$ cat src/rtl/running_moment_statistics_macros.svh
// Assertion macros for the running moment statistics RTL.
// No dependencies; included by the modules that carry assertions.
`ifndef RUNNING_MOMENT_STATISTICS_MACROS_SVH
`define RUNNING_MOMENT_STATISTICS_MACROS_SVH

// ante |-> cons on the rising edge of clk, off while rst is high
`define RMS_ASSERT_NOW(label, clk, rst, ante, cons, msg) \
   label: assert property (@(posedge clk) disable iff (rst) (ante) |-> (cons)) \
      else $error(msg);

// ante |=> cons on the rising edge of clk, off while rst is high
`define RMS_ASSERT_NEXT(label, clk, rst, ante, cons, msg) \
   label: assert property (@(posedge clk) disable iff (rst) (ante) |=> (cons)) \
      else $error(msg);

`endif

$ cat src/rtl/rms_pkg.sv
// Shared types and constants for the running moment statistics block.
// No dependencies; imported by every module of the block.
package rms_pkg;

   localparam int SAMPLE_W = 24;
   localparam int COUNT_W  = 16;
   localparam int SUM_W    = 40;
   localparam int SUM_SQ_W = 64;
   localparam int STD_W    = 23;
   localparam int OP_W     = 2;

   localparam logic [OP_W-1:0] OP_ADD    = 2'd0;
   localparam logic [OP_W-1:0] OP_MERGE  = 2'd1;
   localparam logic [OP_W-1:0] OP_REPORT = 2'd2;

   localparam int QUEUE_DEPTH = 4;
   localparam int QPTR_W      = $clog2(QUEUE_DEPTH);

   typedef struct packed {
      logic [OP_W-1:0]            operation;
      logic signed [SAMPLE_W-1:0] sample;
      logic [COUNT_W-1:0]         other_count;
      logic signed [SUM_W-1:0]    other_sum;
      logic [SUM_SQ_W-1:0]        other_sum_sq;
      logic signed [SAMPLE_W-1:0] other_min;
      logic signed [SAMPLE_W-1:0] other_max;
   } req_word_type;

   typedef struct packed {
      logic [STD_W-1:0]           std_dev;
      logic signed [SAMPLE_W-1:0] min_value;
      logic signed [SAMPLE_W-1:0] max_value;
      logic [COUNT_W-1:0]         sample_count;
      logic signed [SUM_W-1:0]    total_sum;
      logic [SUM_SQ_W-1:0]        total_sum_sq;
      logic                       stats_valid;
      logic                       saturated;
   } rsp_word_type;

   typedef struct packed {
      logic         is_report;
      req_word_type word;
   } queue_entry_type;

   // accumulator state captured for one report
   typedef struct packed {
      logic [COUNT_W-1:0]         count;
      logic signed [SUM_W-1:0]    sum;
      logic [SUM_SQ_W-1:0]        sum_sq;
      logic signed [SAMPLE_W-1:0] min_value;
      logic signed [SAMPLE_W-1:0] max_value;
      logic                       saturated;
   } snap_type;

endpackage

$ cat src/rtl/rms_accum.sv
// Back end accumulator: squares samples, commits count/sum/sum of squares/
// min/max with saturation, and snapshots the state for reports. Uses rms_pkg.
`include "running_moment_statistics_macros.svh"

module rms_accum #(
   parameter int SAMPLE_BITS = 24,
   parameter int COUNT_BITS  = 16
) (
   input  logic                     clock,
   input  logic                     reset,
   input  logic                     head_valid,
   input  rms_pkg::queue_entry_type head_entry,
   output logic                     head_pop,
   output logic                     snap_valid,
   output rms_pkg::snap_type        snap,
   input  logic                     snap_ready
);
   import rms_pkg::*;

   localparam int SUM_BITS = SAMPLE_BITS + COUNT_BITS;
   localparam int SUM_WIDE = SUM_W + 2;
   localparam logic signed [SUM_WIDE-1:0] SUM_MAX_WIDE =
      (SUM_WIDE'(1) <<< (SUM_BITS - 1)) - SUM_WIDE'(1);
   localparam logic signed [SUM_WIDE-1:0] SUM_MIN_WIDE = -SUM_MAX_WIDE - SUM_WIDE'(1);
   localparam logic signed [SUM_BITS-1:0] SUM_MAX = SUM_MAX_WIDE[SUM_BITS-1:0];
   localparam logic signed [SUM_BITS-1:0] SUM_MIN = SUM_MIN_WIDE[SUM_BITS-1:0];
   localparam logic signed [SAMPLE_BITS-1:0] SAMPLE_MAX = {1'b0, {(SAMPLE_BITS-1){1'b1}}};
   localparam logic signed [SAMPLE_BITS-1:0] SAMPLE_MIN = {1'b1, {(SAMPLE_BITS-1){1'b0}}};

   req_word_type                   word;
   logic                           head_is_report;
   logic                           is_add;
   logic [SAMPLE_BITS-1:0]         samp_bits;
   logic signed [SAMPLE_BITS-1:0]  samp;
   logic [SAMPLE_BITS-1:0]         samp_mag;
   logic [2*SAMPLE_BITS-1:0]       samp_sq;

   logic                           s1_valid_ff, s1_valid_in;
   logic signed [SAMPLE_BITS-1:0]  s1_lo_ff, s1_lo_in;
   logic signed [SAMPLE_BITS-1:0]  s1_hi_ff, s1_hi_in;
   logic [COUNT_BITS-1:0]          s1_dcount_ff, s1_dcount_in;
   logic signed [SUM_W-1:0]        s1_dsum_ff, s1_dsum_in;
   logic [SUM_SQ_W-1:0]            s1_dsq_ff, s1_dsq_in;

   logic [COUNT_BITS-1:0]          count_ff, count_in;
   logic signed [SUM_BITS-1:0]     sum_ff, sum_in;
   logic [SUM_SQ_W-1:0]            sum_sq_ff, sum_sq_in;
   logic signed [SAMPLE_BITS-1:0]  min_ff, min_in;
   logic signed [SAMPLE_BITS-1:0]  max_ff, max_in;
   logic                           sat_ff, sat_in;

   logic [COUNT_BITS:0]            count_sum;
   logic signed [SUM_WIDE-1:0]     sum_wide;
   logic [SUM_SQ_W:0]              sq_sum;

   // issue side
   assign word           = head_entry.word;
   assign head_is_report = head_entry.is_report;
   assign is_add         = (word.operation == OP_ADD);

   // a report waits until the add/merge in flight has landed
   assign snap_valid = head_valid && head_is_report && !s1_valid_ff;
   assign head_pop   = head_valid && (!head_is_report || (!s1_valid_ff && snap_ready));

   assign samp_bits = word.sample[SAMPLE_BITS-1:0];
   assign samp      = samp_bits;
   assign samp_mag  = samp_bits[SAMPLE_BITS-1] ? (~samp_bits + 1'b1) : samp_bits;
   assign samp_sq   = samp_mag * samp_mag;

   assign s1_valid_in  = head_valid && !head_is_report;
   assign s1_lo_in     = is_add ? samp : word.other_min[SAMPLE_BITS-1:0];
   assign s1_hi_in     = is_add ? samp : word.other_max[SAMPLE_BITS-1:0];
   assign s1_dsum_in   = is_add ? SUM_W'(samp) : word.other_sum;
   assign s1_dsq_in    = is_add ? SUM_SQ_W'(samp_sq) : word.other_sum_sq;
   assign s1_dcount_in = is_add ? COUNT_BITS'(1) : word.other_count[COUNT_BITS-1:0];

   // commit side
   assign count_sum = {1'b0, count_ff} + {1'b0, s1_dcount_ff};
   assign sum_wide  = SUM_WIDE'(sum_ff) + SUM_WIDE'(s1_dsum_ff);
   assign sq_sum    = {1'b0, sum_sq_ff} + {1'b0, s1_dsq_ff};

   always_comb begin
      count_in  = count_ff;
      sum_in    = sum_ff;
      sum_sq_in = sum_sq_ff;
      min_in    = min_ff;
      max_in    = max_ff;
      sat_in    = sat_ff;
      if (s1_valid_ff) begin
         if (count_sum[COUNT_BITS]) begin
            count_in = '1;
            sat_in   = 1'b1;
         end else begin
            count_in = count_sum[COUNT_BITS-1:0];
         end
         if (sum_wide > SUM_MAX_WIDE) begin
            sum_in = SUM_MAX;
            sat_in = 1'b1;
         end else if (sum_wide < SUM_MIN_WIDE) begin
            sum_in = SUM_MIN;
            sat_in = 1'b1;
         end else begin
            sum_in = sum_wide[SUM_BITS-1:0];
         end
         if (sq_sum[SUM_SQ_W]) begin
            sum_sq_in = '1;
            sat_in    = 1'b1;
         end else begin
            sum_sq_in = sq_sum[SUM_SQ_W-1:0];
         end
         if (s1_lo_ff < min_ff) begin
            min_in = s1_lo_ff;
         end
         if (s1_hi_ff > max_ff) begin
            max_in = s1_hi_ff;
         end
      end
   end

   assign snap.count     = COUNT_W'(count_ff);
   assign snap.sum       = SUM_W'(sum_ff);
   assign snap.sum_sq    = sum_sq_ff;
   assign snap.min_value = SAMPLE_W'(min_ff);
   assign snap.max_value = SAMPLE_W'(max_ff);
   assign snap.saturated = sat_ff;

   always_ff @(posedge clock) begin
      s1_lo_ff     <= s1_lo_in;
      s1_hi_ff     <= s1_hi_in;
      s1_dcount_ff <= s1_dcount_in;
      s1_dsum_ff   <= s1_dsum_in;
      s1_dsq_ff    <= s1_dsq_in;
   end

   always_ff @(posedge clock) begin
      if (reset) begin
         s1_valid_ff <= 1'b0;
         count_ff    <= '0;
         sum_ff      <= '0;
         sum_sq_ff   <= '0;
         min_ff      <= SAMPLE_MAX;
         max_ff      <= SAMPLE_MIN;
         sat_ff      <= 1'b0;
      end else begin
         s1_valid_ff <= s1_valid_in;
         count_ff    <= count_in;
         sum_ff      <= sum_in;
         sum_sq_ff   <= sum_sq_in;
         min_ff      <= min_in;
         max_ff      <= max_in;
         sat_ff      <= sat_in;
      end
   end

   `RMS_ASSERT_NEXT(a_sat_sticky, clock, reset, sat_ff, sat_ff, "saturation flag dropped")
   `RMS_ASSERT_NEXT(a_count_nonzero, clock, reset, count_ff != '0, count_ff != '0, "count fell to zero")
   `RMS_ASSERT_NEXT(a_idle_hold, clock, reset, !s1_valid_ff, $stable(count_ff) && $stable(sum_ff) && $stable(sum_sq_ff), "totals moved with no commit")

endmodule

$ cat config.mk
export PLATFORM = sky130hd
export DESIGN_NAME = rms_accum
export DESIGN_NICKNAME = d
export VERILOG_FILES = /design/src/rtl/rms_pkg.sv /design/src/rtl/rms_accum.sv
export VERILOG_INCLUDE_DIRS = /design/src /design/src/rtl
export SDC_FILE = /design/constraint.sdc
export NUM_CORES = 2
export LEC_CHECK = 0
export ABC_AREA = 1
export BUFFER_PORTS_ARGS = -buffer_cell sky130_fd_sc_hd__buf_2
export CORE_MARGIN = 5
export CORE_UTILIZATION = 35
export CTS_CLUSTER_SIZE = 16
export DETAILED_ROUTE_END_ITERATION = 16
export PLACE_DENSITY = 0.58
export SYNTH_ARGS = -nofsm -noshare
export SYNTH_HDL_FRONTEND = slang
export SYNTH_SLANG_ARGS = --single-unit
$ cat constraint.sdc
create_clock -name clock -period 10.2 [get_ports clock]
set_clock_uncertainty 0.1 [all_clocks]
set_input_delay 1.53 -clock clock [delete_from_list [all_inputs] [get_ports clock]]
set_output_delay 1.53 -clock clock [all_outputs]
set_load 0.05 [all_outputs]
## Yosys cells after proc, flatten, opt, wreduce, memory -nomap -nowiden

Index checks and enable logic that the tools add are counted.

| word-level totals | value |
|---|---|
| flip-flop bits (word level) | 338 |
| bits of input ports | 199 |
| output and inout bits | 171 |
| logic and storage cells | 49 |

| cells by class | value |
|---|---|
| add/subtract/negate cells | 4 |
| multipliers | 1 |
| order comparisons | 4 |
| mux-type cells | 13 |
| bitwise operators | 1 |
| reductions and logical operators | 13 |

Operators by type and width:

| operator | number |
|---|---|
| $mux W40 | 3 |
| $mux W24 | 3 |
| $add A64 B64 Y65 | 1 |
| $mux W64 | 1 |
| $mul A24 B24 Y48 | 1 |
| $mux W48 | 1 |
| $add A40 B40 Y41 | 1 |
| $gt A41 B40 Y1 const B | 1 |
| $lt A41 B40 Y1 const B | 1 |
| $add A24 B1 Y24 const B | 1 |
| $gt A24 B24 Y1 | 1 |
| $lt A24 B24 Y1 | 1 |
| $not A24 Y24 | 1 |
| $add A16 B16 Y17 | 1 |
| $mux W16 | 1 |
| $reduce_and A2 Y1 | 3 |
| $logic_and A1 B1 Y1 | 5 |
| $mux W1 | 4 |
| $reduce_bool A4 Y1 | 1 |
| $logic_not A1 Y1 | 2 |
| $logic_not A2 Y1 | 1 |
| $logic_or A1 B1 Y1 | 1 |

## Logic depth before layout (Yosys ltp)

| logic depth | value |
|---|---|
| word-level depth | 5 |
| mapped depth | 42 |

## Worst setup path after synthesis

OpenSTA, ideal clock, no wires.

| timing path | value |
|---|---|
| path type | input -> register |
| start | input port head_entry[168] in the netlist's numbering |
| end | register s1_dsq_ff[24] |
| arrival | 8.676 ns |
| data required time | 10.026 ns |
| setup slack | 1.349 ns |
| stages on the path | 35 |
| cell sequence | inv_2 -> clkbuf_1 -> ha_1 -> nand2_1 -> nor2_2 -> nand4_1 -> inv_1 -> nand3_1 -> nand2_1 -> o21ai_1 -> or2_0 -> and2_1 -> buf_6 -> nor2_2 -> inv_1 -> fa_1 -> fa_1 -> inv_1 -> fa_1 -> fa_1 -> fa_1 -> fa_1 -> inv_1 -> fa_1 -> inv_1 -> ha_1 -> nand2_1 -> nor2_1 -> inv_1 -> nor2_1 -> inv_1 -> nor4_1 -> a21oi_1 -> or2_2 -> a31oi_1 |

| on the way | value |
|---|---|
| longest elaborated chain between the ends | 5 |

Ends and longest elaborated chain:

| element | RTL line | RTL |
|---|---|---|
| from (decl) | rms_accum.sv:12 | `input rms_pkg::queue_entry_type head_entry,` |
| $not A24 Y24 | rms_accum.sv:67 | `assign samp_mag = samp_bits[SAMPLE_BITS-1] ? (~samp_bits + 1'b1) : samp_bits;` |
| $add A24 B1 Y24 | rms_accum.sv:67 |  |
| $mux W24 (*) | rms_accum.sv:67 |  |
| $mul A24 B24 Y48 (*) | rms_accum.sv:68 | `assign samp_sq = samp_mag * samp_mag;` |
| $mux W48 (*) | rms_accum.sv:74 | `assign s1_dsq_in = is_add ? SUM_SQ_W'(samp_sq) : word.other_sum_sq;` |
| via s1_dsq_in[24] | rms_accum.sv:43 | `logic [SUM_SQ_W-1:0] s1_dsq_ff, s1_dsq_in;` |
| to (signal assigned) | rms_accum.sv:132 | `s1_dsq_ff <= s1_dsq_in;` |
| to (decl) | rms_accum.sv:43 |  |

Mark *: on every way through the listed nets, which the timed path passes. The rest lies on a longest branch.
A chain may end at the register's enable or synchronous reset.

## Worst setup path after layout

| timing path | value |
|---|---|
| start | input port head_entry[169] in the netlist's numbering |
| end | register s1_dsq_ff[29] |

Same word-level chain as after synthesis.

==> PnR_summary.wiki <==
{| class="wikitable"
! Metric !! Value
|-
| Starting Density || between 30% and 40%
|-
| Share of cells above drive strength 1 || 11.30%
|-
| Number of placement rows || 120
|-
| Critical Setup Path Class || primary input to flop
|-
| Weighted congestion at the end of routability-driven global placement || approximately 1
|-
| Fmax || between 100 and 150 MHz
|-
| Synthesized instance count || 5205
|-
| Routed Wire Length || between 100000 and 150000 um
|-
| Wire length of the first global-routing pass || 210200 um
|-
| Slew at the pin closest to its max-slew limit || approximately 1.1 ns
|-
| Total iterations of the first detailed-routing run || 6
|-
| Number of setup buffers added after CTS || 0
|-
| Total Nets Final || 6524
|-
| Largest fanout on the critical path || 11
|-
| Kind of start point of the critical path || primary input
|-
| Root buffer selected by CTS || sky130_fd_sc_hd__clkbuf_16
|-
| Worst path arrival time || ~9.5 ns
|-
| Most common library cell in the layout ignoring fill and taps || sky130_fd_sc_hd__nand2_1
|-
| Number of buffers on the longest clock path || 3
|-
| Vertical die dimension || 339.1 um
|-
| Total setup violations reported at the end of the flow || 0
|-
| Maximum level of the CTS H-tree || 2
|-
| RSZ-0062 raised after global routing || no
|-
| Hold Buf Count CTS || 0
|-
| Tmin final || between 9 and 10 ns
|-
| Final-report hold violation count || 0
|-
| Remaining number of nets flagged by the antenna check after routing || 0
|-
| Crit-path slowest cell || sky130_fd_sc_hd__fa_1
|-
| Worst-case headroom to the max-slew limit || a little over a quarter
|-
| Initial antenna violation count || 9
|-
| CTS tree || built
|-
| Fill cell instance count of the final layout || 11.42k
|-
| Total via count in the routed design || between 30k and 40k
|-
| Cell variety after synth || 54
|-
| I/O pins || 370
|-
| Max-slew violation total from the final report || 0
|-
| Remaining Overflow, GRT || 0
|-
| Status || finished clean
|-
| Worst min-delay path category || flop to flop
|-
| Number of buffers created by CTS || 40
|-
| Longest individual stage delay on the worst path || 0.56 ns
|-
| Via count normalized by instance count || about 5.1
|-
| Area of the die || between 0.1 and 0.15 mm^2
|-
| Worst r2r path cells || 13
|-
| Critical Path RT || about 11 ns
|-
| Mapped Area || about 0.038 mm^2
|-
| Mean instance size in the synthesized netlist || between 7 and 8 um^2
|-
| Clock insertion delay at the later pin of the skew report || approximately 0.58 ns
|-
| # resized after CTS || 0
|-
| Worst setup endpoint || s1_dsq_ff[29]$_DFF_P_
|-
| Number of port buffers || ~370
|-
| Detailed Place HPWL || 116900 um
|-
| Layout Area Growth over Synthesis || 12.85%
|-
| Die width || roughly 340 um
|-
| Worst setup path start || head_entry[169]
|-
| Routed wire length per instance || approximately 20 um
|-
| Capturing element type of the critical path || flop
|-
| Highest-count cells in the layout ignoring fill and taps || sky130_fd_sc_hd__nand2_1, sky130_fd_sc_hd__inv_1, sky130_fd_sc_hd__nor2_1
|-
| Clock sinks || about 340
|-
| Total core area || between 0.1 and 0.15 mm^2
|-
| Max-cap check violation count || 0
|-
| FF-to-FF setup slack || about 6.3 ns
|-
| Share of synthesized area occupied by flip-flops and latches || between 10% and 20%
|-
| Post-layout instance area || about 0.043 mm^2
|-
| Final worst-path cycle share || between 90% and 100%
|-
| Placed inst area || between 0.04 and 0.05 mm^2
|-
| Cell occurring most often along the worst timing path || sky130_fd_sc_hd__inv_1
|-
| Number of DRC markers after the initial detailed-route iteration || 2535
|-
| Clock slew seen by the registers of the worst setup and hold paths || 0.07 ns
|-
| Global-route total usage across every layer || a little under a quarter
|-
| Number of global-route vias before repair || ~35k
|-
| Post-synthesis register bit count || ~340
|-
| Reg-to-reg critical path endpoint || sum_sq_ff[2]$_SDFFE_PP0P_
|-
| Total negative slack || 0 ns
|-
| Critical register-to-register path startpoint || sum_sq_ff[31]$_SDFFE_PP0P_
|-
| Largest net degree at the start of global routing || 84
|-
| Count of warnings emitted by yosys || 0
|-
| DRC viols || 0
|}
routing by layer:
metal  vias to the layer above  GRT usage, %  wire length, um
li1                      16830             -                -
met1                     17210         31.37            59380
met3                       183         3.631             9875
met5                         -             0                0
met4                         0         5.874             3742
met2                      1155         39.69            66120
metrics by stage:
stage / setup slack, ns / utilization (%) / cells / hold slack [ns]
4_1_cts: 1.079 / 39.83 / 6989 / 0.3753
3_5_place_dp: 0.4819 / 38.53 / 6917 / 0.3651
2_1_floorplan: 1.349 / - / 5222 / 0.3304
3_3_place_gp: 0.4580 / 38.53 / 6917 / 0.3609
6_report: 0.9687 / 39.85 / 6994 / 0.3759
5_1_grt: 0.5260 / 39.83 / 6989 / 0.4017
cell usage after synthesis (all sizes together):
| library cell | count | area [um^2] |
|---|---|---|
| o21ai | 290 | 1459 |
| nand3b | 14 | 105.1 |
| nand4 | 55 | 344.1 |
| o221ai | 4 | 35.03 |
| ha | 336 | 4204 |
| xnor2 | 53 | 464.2 |
| nor4 | 17 | 112.6 |
| nor3 | 29 | 150.1 |
| fa | 433 | 8668 |
| o211ai | 10 | 75.07 |
| and3 | 5 | 31.28 |
| dfxtp | 338 | 6766 |
| inv | 1029 | 3862 |
| nand2 | 1135 | 4315 |
| clkbuf | 78 | 292.8 |
| nand3 | 176 | 913.4 |
| or2 | 23 | 143.9 |
| o21a | 11 | 82.58 |
| o31ai | 4 | 30.03 |
| a211oi | 7 | 52.55 |
| buf | 51 | 321.6 |
| a31oi | 47 | 294.0 |
| nor2 | 615 | 2391 |
| clkinv | 3 | 11.26 |
| a21boi | 8 | 60.06 |
| conb | 2 | 7.510 |
| a21oi | 329 | 1853 |
| a21o | 18 | 135.1 |
| and2 | 2 | 12.51 |
| a41oi | 1 | 8.760 |
| o2111ai | 1 | 8.760 |
| o21bai | 28 | 214.0 |
| nor3b | 1 | 7.510 |
| xor2 | 52 | 470.5 |
final cells by class:
| class | count | area (um^2) | area share [%] |
|---|---|---|---|
| flip-flops and latches | 338 | 6770 | 15.83 |
| diodes | 5 | 12.51 | 0.02925 |
| multi-input cells | 3723 | 26730 | 62.48 |
| well taps | 1403 | 1755 | 4.104 |
| clock buffers | 54 | 1175 | 2.747 |
| repair buffers | 421 | 2237 | 5.230 |
| clock inverters | 18 | 220.2 | 0.5148 |
| inverters | 1032 | 3879 | 9.068 |
how the worst min path moves through the flow:
| stage | end | start | slack, ns | depth (start not counted) |
|---|---|---|---|---|
| 2_1_floorplan | sat_ff$_SDFFE_PP0P_ | sat_ff$_SDFFE_PP0P_ | 0.33 | 2 |
| 3_3_place_gp | min_ff[12]$_SDFFE_PP1P_ | min_ff[12]$_SDFFE_PP1P_ | 0.36 | 2 |
| 3_5_place_dp | min_ff[6]$_SDFFE_PP1P_ | min_ff[6]$_SDFFE_PP1P_ | 0.37 | 2 |
| 4_1_cts | max_ff[6]$_SDFFE_PP0P_ | s1_hi_ff[6]$_DFF_P_ | 0.38 | 2 |
| 5_1_grt | min_ff[3]$_SDFFE_PP1P_ | min_ff[3]$_SDFFE_PP1P_ | 0.40 | 2 |
| 6_report | max_ff[6]$_SDFFE_PP0P_ | s1_hi_ff[6]$_DFF_P_ | 0.38 | 2 |
cells by family after synthesis:
kind of cell	Yosys count	share of synthesized area, %
simple gates	2072	22.50
buf+inv	1161	11.84
fa+ha+maj	769	33.96
compound gates	758	11.37
flops	338	17.85
xor+xnor	105	2.466
other cells	2	0.01981
sequential cells by signal (all words and copies together) (netlist names):
register	count
sum_ff	40
count_ff	16
s1_dsq_ff	64
s1_valid_ff	1
sum_sq_ff	64
max_ff	24
s1_dcount_ff	16
s1_dsum_ff	40
min_ff	24
s1_hi_ff	24
s1_lo_ff	24
sat_ff	1
critical path, delay by kind of cell:
family          cells  cell delay, ns
compound gates      4            0.70
xor+xnor            1            0.30
fa+ha+maj           9            4.33
simple gates       11            1.70
buf+inv             9            0.96
Power is not shown: default switching activity piles up to over one toggle a cycle in this logic, so the estimate is an artifact.
